`config.mk`:
```
export PLATFORM = sky130hd
export DESIGN_NAME = size_class_block_allocator_flat
export DESIGN_NICKNAME = d
export VERILOG_FILES = /design/src/rtl/core/sca_pkg.sv /design/src/rtl/core/sca_chan_if.sv /design/src/rtl/core/sca_cmp.sv /design/src/rtl/core/sca_pool_regs.sv /design/src/rtl/core/sca_seq.sv /design/src/rtl/core/size_class_block_allocator.sv /design/src/flat_wrapper.sv
export VERILOG_INCLUDE_DIRS = /design/src /design/src/rtl/core
export SDC_FILE = /design/constraint.sdc
export NUM_CORES = 1
export LEC_CHECK = 0
export ABC_AREA = 1
export BUFFER_PORTS_ARGS = -buffer_cell sky130_fd_sc_hd__clkbuf_2
export CAP_MARGIN = 20
export CORE_ASPECT_RATIO = 1.25
export CORE_UTILIZATION = 53
export CTS_BUF_LIST = sky130_fd_sc_hd__clkbuf_16
export DETAILED_ROUTE_END_ITERATION = 10
export MAX_ROUTING_LAYER = met4
export PLACE_DENSITY = 0.7
export SLEW_MARGIN = 20
export SYNTH_ARGS = -nofsm -noshare
export SYNTH_HDL_FRONTEND = slang
export SYNTH_SLANG_ARGS = --single-unit
```
`constraint.sdc`:
```
create_clock -name clk_i -period 7.5 [get_ports clk_i]
set_input_delay 2.25 -clock clk_i [delete_from_list [all_inputs] [get_ports clk_i]]
set_output_delay 2.25 -clock clk_i [all_outputs]
set_load 0.005 [all_outputs]
```
`src/rtl/core/size_class_block_allocator_assert.svh`:
```
// assertion macros shared by the allocator modules
`ifndef SIZE_CLASS_BLOCK_ALLOCATOR_ASSERT_SVH
`define SIZE_CLASS_BLOCK_ALLOCATOR_ASSERT_SVH

// same-cycle implication, off while in reset
`define SCA_ASSERT_IMP(lbl, clk, rstn, ante, cons, msg) \
  lbl: assert property (@(posedge clk) disable iff (!rstn) (ante) |-> (cons)) \
    else $error(msg);

// next-cycle implication, off while in reset
`define SCA_ASSERT_NXT(lbl, clk, rstn, ante, cons, msg) \
  lbl: assert property (@(posedge clk) disable iff (!rstn) (ante) |=> (cons)) \
    else $error(msg);

`endif

```
`src/rtl/core/sca_pkg.sv`:
```
// types, codes and constants of the size class block allocator
package sca_pkg;

  localparam int DEF_POOLS    = 4;
  localparam int DEF_BLOCKS   = 16;
  localparam int CFG_POOLS    = 4;
  localparam int HANDLE_LIMIT = 16;

  localparam int SIZE_W    = 16;
  localparam int PSEL_W    = 2;
  localparam int BSEL_W    = 4;
  localparam int CNT_W     = 5;
  localparam int CFG_IDX_W = 3;

  typedef enum logic {
    CMD_ALLOC = 1'b0,
    CMD_FREE  = 1'b1
  } sca_cmd_e;

  typedef enum logic [2:0] {
    ST_GRANTED      = 3'd0,
    ST_TOO_LARGE    = 3'd1,
    ST_EXHAUSTED    = 3'd2,
    ST_FREED        = 3'd3,
    ST_ALREADY_FREE = 3'd4,
    ST_BAD_HANDLE   = 3'd5
  } sca_status_e;

  // register map: block sizes first, then block counts
  localparam logic [CFG_IDX_W-1:0] REG_SIZE_BASE  = 3'd0;
  localparam logic [CFG_IDX_W-1:0] REG_COUNT_BASE = 3'd4;

  localparam logic [SIZE_W-1:0] SIZE_RESET [CFG_POOLS] = '{
    16'd16, 16'd64, 16'd256, 16'd1024
  };

  typedef struct packed {
    sca_cmd_e              cmd;
    logic [SIZE_W-1:0]     req_size;
    logic [PSEL_W-1:0]     pool_sel;
    logic [BSEL_W-1:0]     block_sel;
  } sca_in_t;

  typedef struct packed {
    sca_status_e           status;
    logic [PSEL_W-1:0]     pool_out;
    logic [BSEL_W-1:0]     block_out;
    logic [CNT_W-1:0]      pool_used;
  } sca_out_t;

  typedef struct packed {
    logic [CFG_IDX_W-1:0]  index;
    logic [SIZE_W-1:0]     value;
  } sca_cfg_t;

  // state update from the sequencer to the pool registers
  typedef struct packed {
    logic                  set;
    logic                  clr;
    logic                  cnt_wr;
    logic [PSEL_W-1:0]     pool;
    logic [BSEL_W-1:0]     blk;
    logic [CNT_W-1:0]      cnt;
  } sca_upd_t;

  // one pool as seen through the read port
  typedef struct packed {
    logic [SIZE_W-1:0]       size;
    logic [CNT_W-1:0]        eff;
    logic [HANDLE_LIMIT-1:0] map;
    logic [CNT_W-1:0]        used;
  } sca_pool_view_t;

  typedef struct packed {
    logic                  req;
    logic [PSEL_W-1:0]     pool;
  } sca_recount_t;

endpackage

```
`src/rtl/core/sca_chan_if.sv`:
```
// valid/ready channel carrying one payload beat
interface sca_chan_if #(
  parameter type payload_t = logic
) ();
  logic     valid;
  logic     ready;
  payload_t data;

  modport source (output valid, output data, input ready);
  modport sink   (input valid, input data, output ready);
endinterface

```
`src/rtl/core/sca_cmp.sv`:
```
// shared magnitude comparator, a less than b
module sca_cmp (
  input  logic [sca_pkg::SIZE_W-1:0] a_i,
  input  logic [sca_pkg::SIZE_W-1:0] b_i,
  output logic                       lt_o
);
  import sca_pkg::*;

  logic [SIZE_W:0] diff;

  // borrow out of the subtract
  assign diff = {1'b0, a_i} - {1'b0, b_i};
  assign lt_o = diff[SIZE_W];
endmodule

```
`src/rtl/core/sca_pool_regs.sv`:
```
// pool configuration, used bitmaps and used counts
`include "size_class_block_allocator_assert.svh"
module sca_pool_regs #(
  parameter int POOLS           = sca_pkg::DEF_POOLS,
  parameter int BLOCKS_PER_POOL = sca_pkg::DEF_BLOCKS
) (
  input  logic                        clk_i,
  input  logic                        rst_ni,
  input  logic                        cfg_fire_i,
  input  sca_pkg::sca_cfg_t           cfg_i,
  input  sca_pkg::sca_upd_t           upd_i,
  input  logic [sca_pkg::PSEL_W-1:0]  rd_pool_i,
  output sca_pkg::sca_pool_view_t     rd_o,
  output sca_pkg::sca_recount_t       recount_o
);
  import sca_pkg::*;

  localparam int NP = (POOLS < CFG_POOLS) ? POOLS : CFG_POOLS;
  localparam int NB = (BLOCKS_PER_POOL < HANDLE_LIMIT) ? BLOCKS_PER_POOL : HANDLE_LIMIT;
  localparam int PW = (NP > 1) ? $clog2(NP) : 1;
  localparam int BW = (NB > 1) ? $clog2(NB) : 1;

  logic [SIZE_W-1:0] size_q  [NP];
  logic [CNT_W-1:0]  count_q [NP];
  logic [NB-1:0]     map_q   [NP];
  logic [CNT_W-1:0]  used_q  [NP];

  logic              cfg_count;
  logic              cfg_pool_ok;
  logic [PSEL_W-1:0] cfg_pool;
  logic [CNT_W-1:0]  cfg_eff;
  logic [NB-1:0]     cfg_mask;
  logic [PW-1:0]     cp;
  logic [PW-1:0]     up;
  logic [PW-1:0]     rp;
  logic [BW-1:0]     ub;

  // register decode, count saturates at the pool depth
  always_comb begin
    cfg_count = (cfg_i.index >= REG_COUNT_BASE);
    if (cfg_count) begin
      cfg_pool = PSEL_W'(cfg_i.index - REG_COUNT_BASE);
    end else begin
      cfg_pool = PSEL_W'(cfg_i.index - REG_SIZE_BASE);
    end
    cfg_pool_ok = (32'(cfg_pool) < NP);
    if (32'(cfg_i.value[CNT_W-1:0]) > NB) begin
      cfg_eff = CNT_W'(NB);
    end else begin
      cfg_eff = cfg_i.value[CNT_W-1:0];
    end
    for (int b = 0; b < NB; b++) begin
      cfg_mask[b] = (32'(cfg_eff) > b);
    end
  end

  assign cp = cfg_pool[PW-1:0];
  assign up = upd_i.pool[PW-1:0];
  assign ub = upd_i.blk[BW-1:0];

  assign recount_o.req  = cfg_fire_i && cfg_count && cfg_pool_ok;
  assign recount_o.pool = cfg_pool;

  always_ff @(posedge clk_i or negedge rst_ni) begin
    if (!rst_ni) begin
      for (int p = 0; p < NP; p++) begin
        size_q[p]  <= SIZE_RESET[p];
        count_q[p] <= '0;
        map_q[p]   <= '0;
        used_q[p]  <= '0;
      end
    end else begin
      if (cfg_fire_i && cfg_pool_ok) begin
        if (cfg_count) begin
          count_q[cp] <= cfg_eff;
          map_q[cp]   <= map_q[cp] & cfg_mask;
        end else begin
          size_q[cp] <= cfg_i.value;
        end
      end
      if (upd_i.set) begin
        map_q[up][ub] <= 1'b1;
        used_q[up]    <= used_q[up] + 1'b1;
      end
      if (upd_i.clr) begin
        map_q[up][ub] <= 1'b0;
        if (used_q[up] != '0) begin
          used_q[up] <= used_q[up] - 1'b1;
        end
      end
      if (upd_i.cnt_wr) begin
        used_q[up] <= upd_i.cnt;
      end
    end
  end

  // single read port, pools that do not exist read as zero
  always_comb begin
    rp   = rd_pool_i[PW-1:0];
    rd_o = '0;
    if (32'(rd_pool_i) < NP) begin
      rd_o.size = size_q[rp];
      rd_o.eff  = count_q[rp];
      rd_o.map  = HANDLE_LIMIT'(map_q[rp]);
      rd_o.used = used_q[rp];
    end
  end

  `SCA_ASSERT_IMP(a_set_free, clk_i, rst_ni, upd_i.set, !map_q[up][ub], "grant of a used block")
  `SCA_ASSERT_IMP(a_clr_used, clk_i, rst_ni, upd_i.clr, map_q[up][ub], "free of an unused block")
  `SCA_ASSERT_IMP(a_set_room, clk_i, rst_ni, upd_i.set, used_q[up] < count_q[up], "pool overfilled")
endmodule

```
`src/rtl/core/sca_seq.sv`:
```
// command sequencer driving the shared comparator
`include "size_class_block_allocator_assert.svh"
module sca_seq #(
  parameter int POOLS           = sca_pkg::DEF_POOLS,
  parameter int BLOCKS_PER_POOL = sca_pkg::DEF_BLOCKS
) (
  input  logic                        clk_i,
  input  logic                        rst_ni,
  input  logic                        in_valid_i,
  output logic                        in_ready_o,
  input  sca_pkg::sca_in_t            in_data_i,
  input  logic                        cfg_valid_i,
  output logic                        cfg_ready_o,
  input  sca_pkg::sca_recount_t       recount_i,
  input  sca_pkg::sca_pool_view_t     rd_i,
  output logic [sca_pkg::PSEL_W-1:0]  rd_pool_o,
  output sca_pkg::sca_upd_t           upd_o,
  output logic [sca_pkg::SIZE_W-1:0]  cmp_a_o,
  output logic [sca_pkg::SIZE_W-1:0]  cmp_b_o,
  input  logic                        cmp_lt_i,
  output logic                        out_valid_o,
  input  logic                        out_ready_i,
  output sca_pkg::sca_out_t           out_data_o
);
  import sca_pkg::*;

  localparam int NP = (POOLS < CFG_POOLS) ? POOLS : CFG_POOLS;
  localparam int NB = (BLOCKS_PER_POOL < HANDLE_LIMIT) ? BLOCKS_PER_POOL : HANDLE_LIMIT;

  typedef enum logic [6:0] {
    S_IDLE    = 7'b0000001,
    S_FIT     = 7'b0000010,
    S_BEST    = 7'b0000100,
    S_SCAN    = 7'b0001000,
    S_FREE    = 7'b0010000,
    S_RECOUNT = 7'b0100000,
    S_EMIT    = 7'b1000000
  } state_e;

  function automatic sca_out_t mk_res(sca_status_e st, logic [PSEL_W-1:0] p,
                                      logic [BSEL_W-1:0] b, logic [CNT_W-1:0] u);
    sca_out_t r;
    r.status    = st;
    r.pool_out  = p;
    r.block_out = b;
    r.pool_used = u;
    return r;
  endfunction

  state_e            state_q, state_d;
  sca_in_t           req_q, req_d;
  logic [PSEL_W-1:0] pidx_q, pidx_d;
  logic              found_q, found_d;
  logic [PSEL_W-1:0] best_q, best_d;
  logic [SIZE_W-1:0] best_size_q, best_size_d;
  logic [CNT_W-1:0]  bidx_q, bidx_d;
  logic [CNT_W-1:0]  cnt_q, cnt_d;
  logic [PSEL_W-1:0] rc_pool_q, rc_pool_d;
  sca_out_t          res_q, res_d;
  logic              out_valid_q, out_valid_d;
  sca_out_t          out_q, out_d;

  logic              in_fire;
  logic              take;
  logic              last_pool;

  assign in_ready_o  = (state_q == S_IDLE) && !cfg_valid_i;
  assign cfg_ready_o = (state_q == S_IDLE);
  assign in_fire     = in_valid_i && in_ready_o;
  assign out_valid_o = out_valid_q;
  assign out_data_o  = out_q;

  always_comb begin
    state_d     = state_q;
    req_d       = req_q;
    pidx_d      = pidx_q;
    found_d     = found_q;
    best_d      = best_q;
    best_size_d = best_size_q;
    bidx_d      = bidx_q;
    cnt_d       = cnt_q;
    rc_pool_d   = rc_pool_q;
    res_d       = res_q;
    out_valid_d = out_valid_q;
    out_d       = out_q;
    upd_o       = '0;
    rd_pool_o   = pidx_q;
    cmp_a_o     = rd_i.size;
    cmp_b_o     = req_q.req_size;
    take        = 1'b0;
    last_pool   = (32'(pidx_q) == NP - 1);

    if (out_valid_q && out_ready_i) begin
      out_valid_d = 1'b0;
    end

    unique case (state_q)
      S_IDLE: begin
        if (recount_i.req) begin
          rc_pool_d = recount_i.pool;
          bidx_d    = '0;
          cnt_d     = '0;
          state_d   = S_RECOUNT;
        end else if (in_fire) begin
          req_d = in_data_i;
          if (in_data_i.cmd == CMD_ALLOC) begin
            pidx_d  = '0;
            found_d = 1'b0;
            state_d = S_FIT;
          end else begin
            state_d = S_FREE;
          end
        end
      end

      // does pool pidx hold the request
      S_FIT: begin
        rd_pool_o = pidx_q;
        cmp_a_o   = rd_i.size;
        cmp_b_o   = req_q.req_size;
        take      = (rd_i.eff != '0) && !cmp_lt_i;
        if (take && found_q) begin
          state_d = S_BEST;
        end else begin
          if (take) begin
            best_d      = pidx_q;
            best_size_d = rd_i.size;
            found_d     = 1'b1;
          end
          if (last_pool) begin
            if (take || found_q) begin
              bidx_d  = '0;
              state_d = S_SCAN;
            end else begin
              res_d   = mk_res(ST_TOO_LARGE, '0, '0, '0);
              state_d = S_EMIT;
            end
          end else begin
            pidx_d = pidx_q + 1'b1;
          end
        end
      end

      // strictly smaller wins, so ties keep the lower pool
      S_BEST: begin
        rd_pool_o = pidx_q;
        cmp_a_o   = rd_i.size;
        cmp_b_o   = best_size_q;
        if (cmp_lt_i) begin
          best_d      = pidx_q;
          best_size_d = rd_i.size;
        end
        if (last_pool) begin
          bidx_d  = '0;
          state_d = S_SCAN;
        end else begin
          pidx_d  = pidx_q + 1'b1;
          state_d = S_FIT;
        end
      end

      // lowest free block of the chosen pool
      S_SCAN: begin
        rd_pool_o = best_q;
        cmp_a_o   = SIZE_W'(bidx_q);
        cmp_b_o   = SIZE_W'(rd_i.eff);
        if (!cmp_lt_i) begin
          res_d   = mk_res(ST_EXHAUSTED, best_q, '0, rd_i.used);
          state_d = S_EMIT;
        end else if (!rd_i.map[bidx_q[BSEL_W-1:0]]) begin
          upd_o.set  = 1'b1;
          upd_o.pool = best_q;
          upd_o.blk  = bidx_q[BSEL_W-1:0];
          res_d      = mk_res(ST_GRANTED, best_q, bidx_q[BSEL_W-1:0], rd_i.used + 1'b1);
          state_d    = S_EMIT;
        end else begin
          bidx_d = bidx_q + 1'b1;
        end
      end

      S_FREE: begin
        rd_pool_o = req_q.pool_sel;
        cmp_a_o   = SIZE_W'(req_q.block_sel);
        cmp_b_o   = SIZE_W'(rd_i.eff);
        if (32'(req_q.pool_sel) >= NP) begin
          res_d = mk_res(ST_BAD_HANDLE, req_q.pool_sel, '0, '0);
        end else if (!cmp_lt_i) begin
          res_d = mk_res(ST_BAD_HANDLE, req_q.pool_sel, '0, rd_i.used);
        end else if (!rd_i.map[req_q.block_sel]) begin
          res_d = mk_res(ST_ALREADY_FREE, req_q.pool_sel, '0, rd_i.used);
        end else begin
          upd_o.clr  = 1'b1;
          upd_o.pool = req_q.pool_sel;
          upd_o.blk  = req_q.block_sel;
          if (rd_i.used != '0) begin
            res_d = mk_res(ST_FREED, req_q.pool_sel, req_q.block_sel, rd_i.used - 1'b1);
          end else begin
            res_d = mk_res(ST_FREED, req_q.pool_sel, req_q.block_sel, '0);
          end
        end
        state_d = S_EMIT;
      end

      // bit by bit popcount after a block count write
      S_RECOUNT: begin
        rd_pool_o = rc_pool_q;
        cmp_a_o   = SIZE_W'(bidx_q);
        cmp_b_o   = SIZE_W'(NB);
        if (cmp_lt_i) begin
          cnt_d  = cnt_q + CNT_W'(rd_i.map[bidx_q[BSEL_W-1:0]]);
          bidx_d = bidx_q + 1'b1;
        end else begin
          upd_o.cnt_wr = 1'b1;
          upd_o.pool   = rc_pool_q;
          upd_o.cnt    = cnt_q;
          state_d      = S_IDLE;
        end
      end

      S_EMIT: begin
        if (!out_valid_q || out_ready_i) begin
          out_valid_d = 1'b1;
          out_d       = res_q;
          state_d     = S_IDLE;
        end
      end

      default: begin
        state_d = S_IDLE;
      end
    endcase
  end

  always_ff @(posedge clk_i or negedge rst_ni) begin
    if (!rst_ni) begin
      state_q     <= S_IDLE;
      pidx_q      <= '0;
      found_q     <= 1'b0;
      bidx_q      <= '0;
      cnt_q       <= '0;
      out_valid_q <= 1'b0;
    end else begin
      state_q     <= state_d;
      pidx_q      <= pidx_d;
      found_q     <= found_d;
      bidx_q      <= bidx_d;
      cnt_q       <= cnt_d;
      out_valid_q <= out_valid_d;
    end
  end

  always_ff @(posedge clk_i) begin
    req_q       <= req_d;
    best_q      <= best_d;
    best_size_q <= best_size_d;
    rc_pool_q   <= rc_pool_d;
    res_q       <= res_d;
    out_q       <= out_d;
  end

  `SCA_ASSERT_NXT(a_one_item, clk_i, rst_ni, in_fire, !in_ready_o, "item taken while busy")
  `SCA_ASSERT_IMP(a_scan_pool, clk_i, rst_ni, state_q == S_SCAN, found_q, "scan with no pool")
  `SCA_ASSERT_NXT(a_out_hold, clk_i, rst_ni, out_valid_q && !out_ready_i, out_valid_q, "result beat dropped")
endmodule

```
`src/rtl/core/size_class_block_allocator.sv`:
```
// top level of the size class block allocator
//
// usage:
// - cfg_i takes register writes (index, value): indexes 0..3 set the block
//   size of pools 0..3, indexes 4..7 set their block counts (0 = no pool)
// - in_i takes one command beat: allocate (req_size) or free (pool_sel,
//   block_sel); out_o returns exactly one result beat per command
// - allocate walks the pools through one shared comparator, one pass per
//   pool plus a second for each fitting pool after the first, then, if a
//   pool fits, walks the used bits of the chosen pool one block per cycle
// - free steps through accept, handle check and result load
// - the result passes through the result stage and waits in the output
//   register; a stalled receiver holds the block in its result stage
//   until that register empties, input stays not ready meanwhile
// - a block count write drops the used marks beyond the new count and then
//   recounts the pool with both channels not ready
// - reset frees every block, zeroes the counts and loads the default sizes;
//   no clearing pass is needed
module size_class_block_allocator #(
  parameter int POOLS           = sca_pkg::DEF_POOLS,
  parameter int BLOCKS_PER_POOL = sca_pkg::DEF_BLOCKS
) (
  input  logic       clk_i,
  input  logic       rst_ni,
  sca_chan_if.sink   cfg_i,
  sca_chan_if.sink   in_i,
  sca_chan_if.source out_o
);
  import sca_pkg::*;

  // pool state read port and update path
  sca_pool_view_t    rd_view;
  logic [PSEL_W-1:0] rd_pool;
  sca_upd_t          upd;
  sca_recount_t      recount;

  // shared comparator operands
  logic [SIZE_W-1:0] cmp_a;
  logic [SIZE_W-1:0] cmp_b;
  logic              cmp_lt;

  logic              cfg_ready;
  logic              in_ready;
  logic              cfg_fire;

  assign cfg_i.ready = cfg_ready;
  assign in_i.ready  = in_ready;
  assign cfg_fire    = cfg_i.valid && cfg_ready;

  sca_pool_regs #(
    .POOLS           (POOLS),
    .BLOCKS_PER_POOL (BLOCKS_PER_POOL)
  ) u_regs (
    .clk_i      (clk_i),
    .rst_ni     (rst_ni),
    .cfg_fire_i (cfg_fire),
    .cfg_i      (cfg_i.data),
    .upd_i      (upd),
    .rd_pool_i  (rd_pool),
    .rd_o       (rd_view),
    .recount_o  (recount)
  );

  // one comparator serves size fit, best size, block range and recount
  sca_cmp u_cmp (
    .a_i  (cmp_a),
    .b_i  (cmp_b),
    .lt_o (cmp_lt)
  );

  sca_seq #(
    .POOLS           (POOLS),
    .BLOCKS_PER_POOL (BLOCKS_PER_POOL)
  ) u_seq (
    .clk_i       (clk_i),
    .rst_ni      (rst_ni),
    .in_valid_i  (in_i.valid),
    .in_ready_o  (in_ready),
    .in_data_i   (in_i.data),
    .cfg_valid_i (cfg_i.valid),
    .cfg_ready_o (cfg_ready),
    .recount_i   (recount),
    .rd_i        (rd_view),
    .rd_pool_o   (rd_pool),
    .upd_o       (upd),
    .cmp_a_o     (cmp_a),
    .cmp_b_o     (cmp_b),
    .cmp_lt_i    (cmp_lt),
    .out_valid_o (out_o.valid),
    .out_ready_i (out_o.ready),
    .out_data_o  (out_o.data)
  );
endmodule

```
`src/flat_wrapper.sv`:
```
// flat-port wrapper written by rule: the top's interface ports become plain ports
module size_class_block_allocator_flat import sca_pkg::*;
#(
  parameter int POOLS           = sca_pkg::DEF_POOLS,
  parameter int BLOCKS_PER_POOL = sca_pkg::DEF_BLOCKS
)
  (clk_i, rst_ni, cfg_i_valid, cfg_i_data, cfg_i_ready, in_i_valid, in_i_data, in_i_ready, out_o_valid, out_o_data, out_o_ready);
  sca_chan_if #(.payload_t(sca_cfg_t)) cfg_i_i ();
  sca_chan_if #(.payload_t(sca_in_t)) in_i_i ();
  sca_chan_if #(.payload_t(sca_out_t)) out_o_i ();
  input  logic clk_i;
  input  logic rst_ni;
  input wire logic [$bits(cfg_i_i.valid)-1:0] cfg_i_valid;
  input wire logic [$bits(cfg_i_i.data)-1:0] cfg_i_data;
  output wire logic [$bits(cfg_i_i.ready)-1:0] cfg_i_ready;
  input wire logic [$bits(in_i_i.valid)-1:0] in_i_valid;
  input wire logic [$bits(in_i_i.data)-1:0] in_i_data;
  output wire logic [$bits(in_i_i.ready)-1:0] in_i_ready;
  output wire logic [$bits(out_o_i.valid)-1:0] out_o_valid;
  output wire logic [$bits(out_o_i.data)-1:0] out_o_data;
  input wire logic [$bits(out_o_i.ready)-1:0] out_o_ready;
  assign cfg_i_i.valid = cfg_i_valid;
  assign cfg_i_i.data = cfg_i_data;
  assign cfg_i_ready = cfg_i_i.ready;
  assign in_i_i.valid = in_i_valid;
  assign in_i_i.data = in_i_data;
  assign in_i_ready = in_i_i.ready;
  assign out_o_valid = out_o_i.valid;
  assign out_o_data = out_o_i.data;
  assign out_o_i.ready = out_o_ready;
  size_class_block_allocator #(.POOLS(POOLS), .BLOCKS_PER_POOL(BLOCKS_PER_POOL)) u_core (.clk_i(clk_i), .rst_ni(rst_ni), .cfg_i(cfg_i_i), .in_i(in_i_i), .out_o(out_o_i));
endmodule
```
==> impl_metrics.ini <==
[outcome]
status = complete, but fails checks
violations = DRC

[routing]
firstDrtPassIters = 11
drc = 3
post_drt_wl_per_cell_um = 20.3
avgViaCountPerCell = 6.07
wl_um = 47000
vias = 14011
first_iter_violations = 1487
ant_nets = 0

[pwr]
leakage_uw = 0.00786
power_density_nw_per_um2 = 419
irDropWorstVdd_mv = 0.288

[logic_synthesis]
synth_top_area_share_pct = 30.7
syn_nets = 1986
synthCells = 1914
yosysSeqAreaShare_pct = 45.5
yosysWarnings = 0
synth_ff_type = dfrtp_1
ys_ff_latch = 259
syn_avg_cell_area_um2 = 7.85
synth_area_um2 = 15000
yosysTopAreaCell = dfrtp_1
ys_types = 61
synthTopCellsByArea = dfrtp_1, edfxtp_1, nand2_1
async_flop_share_pct = 73.0
synth_edf_count = 70

[layout]
antenna_cells = 0
areaGrowthSynthToFinish_pct = 9.68
nets = 2014
instances_no_fill = 2310
drive_gt1_share_pct = 10.7

[setup_path]
path_delay_family = simple AND/OR/NAND/NOR gates
critical_path_required_ns = 7.98
cpMaxStageDelayCell = buf_4
reg2regPathDepth = 35
worstSetupPathType = reg -> reg
crit_buf_inv = 7
worst_ep_arrival_time_ns = 7.26
max_stage_delay_ns = 0.46
startpoint_type = register
worst_r2r_endpoint = u_core.u_seq.bidx_q[4]
endpoint_kind = register
cp_max_fo = 30
r2r_start = u_core.u_seq.state_q[1]
r2r_setup_slack_ns = 0.72

[clock_network]
root_buffer = clkbuf_16
cts_setup_buffers = 0
clkTransAtPathRegs_ns = 0.06
cts_hold_buf = 0
cts-htree-levels = 1
cts_tree = built
cts_sinks = 259
clk_latency_ns = 0.57
cts_buffers = 27
cts_buffer_depth = 3
cts_resized = 0

[floorplan]
num_rows = 68
dieArea_um2 = 29000
io_pins = 64
start_util_pct = 54.2
core_area_um2 = 27700
die_w_um = 153
fp.dieH_um = 190

[sta]
rsz0062_at_grt = false
post-route-period-util_pct = 90.3
tns_ns = 0
setup-violations-final = 0
max_freq_mhz = 148
maxSlewViolCount = 0
period_minus_slack_ns = 6.78
hold_viol_final = 0
slew_headroom_pct = 31.5
clock_skew_ns = 0.0167
worstMarginPinSlew_ns = 1.03

[global_route]
antenna_found_initial = 0
grt.overflow.total = 0
grt_pass1_wl_um = 74300
grt_max_degree = 70
grt_pass1_vias = 13461
grt_usage_pct = 33.8

[worst_hold_path]
min_path_cells = 0
hold_class = reg -> reg
min_to = u_core.u_seq.out_data_o[5]
hold_start = u_core.u_seq.res_q[5]

[placed_design]
dp_cells = 2261
io_buffers = 63
hpwl_um = 32900
gp_congestion = 1.02

[run]
cap_viol_max_count = 0
layer usage:
layer  up-vias  wire (um)  track usage, %  share of wire, %
li1       6545          -               -                 -
met1      6646      19300            43.0                41
met2       676      22100            54.5                47
met3       144       3750            4.52               8.0
met4         0       1840            14.1               3.9
met5         -          0               -                 0
worst max path at each step:
stage | startpoint | end | slack [ns] | depth (start not counted)
after CTS | u_core.u_seq.state_q[1] | u_core.u_seq.bidx_q[4] | 0.86 | 35
after detailed placement | u_core.u_seq.state_q[1] | u_core.u_seq.bidx_q[4] | 0.92 | 35
after global placement | u_core.u_seq.state_q[1] | u_core.u_seq.bidx_q[4] | 1.04 | 35
final | u_core.u_seq.state_q[1] | u_core.u_seq.bidx_q[4] | 0.72 | 35
after floorplan | u_core.u_seq.state_q[0] | u_core.u_seq.best_q[0] | 1.65 | 29
after global routing | u_core.u_seq.state_q[1] | u_core.u_seq.bidx_q[4] | 0.11 | 35
synth_stat cells (all sizes together), types with 3 or more instances:
library cell / n
edfxtp: 70
o22a: 3
inv: 243
o21ai: 231
nor2: 171
o22ai: 25
a21oi: 66
o2111ai: 7
a221oi: 3
clkbuf: 49
a22oi: 8
o221ai: 53
buf: 31
a32oi: 5
nor4: 6
nor3b: 3
o211ai: 17
or2: 4
o21bai: 4
a22o: 8
dfstp: 5
nand3: 157
ha: 25
nand4: 29
a31oi: 4
dfrtp: 184
nor3: 15
xor2: 4
nand2: 457
clkinv: 8
state kept, by name, summed over array words and instances, names as in the netlist, 7 cells and up:
name / cells
u_core.u_seq.state_q: 7
u_core.u_regs.size_q: 64
u_core.u_regs.count_q: 20
u_core.u_seq.req_q: 22
u_core.u_seq.res_q: 14
u_core.u_seq.best_size_q: 16
u_core.u_regs.map_q: 64
u_core.u_seq.out_data_o: 14
u_core.u_regs.used_q: 20
per-stage QoR:
step	instance area, um2	hold WS [ns]	worst slack (ns)	util [%]	total power (uW)
global placement	15500	0.401	1.04	55.9	5400
floorplan	15000	0.400	1.65	-	4530
detailed placement	15600	0.405	0.916	56.1	5470
global route	16500	0.421	0.106	59.4	7380
CTS	16400	0.419	0.863	59.2	6840
finish	16500	0.418	0.725	59.4	6900
logic make-up (layout without fill, tap and decap cells):
kind of cell	after synthesis	count (layout)	share of synthesized area, %
AOI/OAI and AO/OA	443	443	18.0
xor gates and xnor gates	5	5	0.292
adders and majority gates	25	25	2.08
buffers and inverters	331	377	8.71
DFF	259	259	45.5
muxes	2	2	0.133
and+or+nand+nor	849	849	25.3
layout make-up:
type / instances / area, um2
Fill cell: 2535 / 11300
Multi-Input combinational cell: 1324 / 6890
Timing Repair Buffer: 79 / 499
Inverter: 251 / 942
Clock buffer: 27 / 676
Clock inverter: 20 / 191
Sequential cell: 259 / 6840
Tap cell: 350 / 438
layout by cell type (no fill, tap or decap), types with 23 or more instances in the layout:
master and instances:
a21oi_1 64, o221ai_1 53, edfxtp_1 70, ha_1 25
o21ai_0 169, nand2_1 434, nand3_1 153, nand4_1 28
inv_1 225, dfrtp_1 184, clkbuf_16 27, nor2_1 148
o21ai_1 62, clkbuf_2 62, o22ai_1 23
power breakdown:
group / switching, uW / internal, uW / leakage [uW]
Sequential: 318 / 1960 / 0.00312
Clock: 587 / 760 / 0.000435
Combinational: 2240 / 1030 / 0.00431
Total: 3150 / 3750 / 0.00786
No activity file was read; power rests on OpenSTA's default activity.
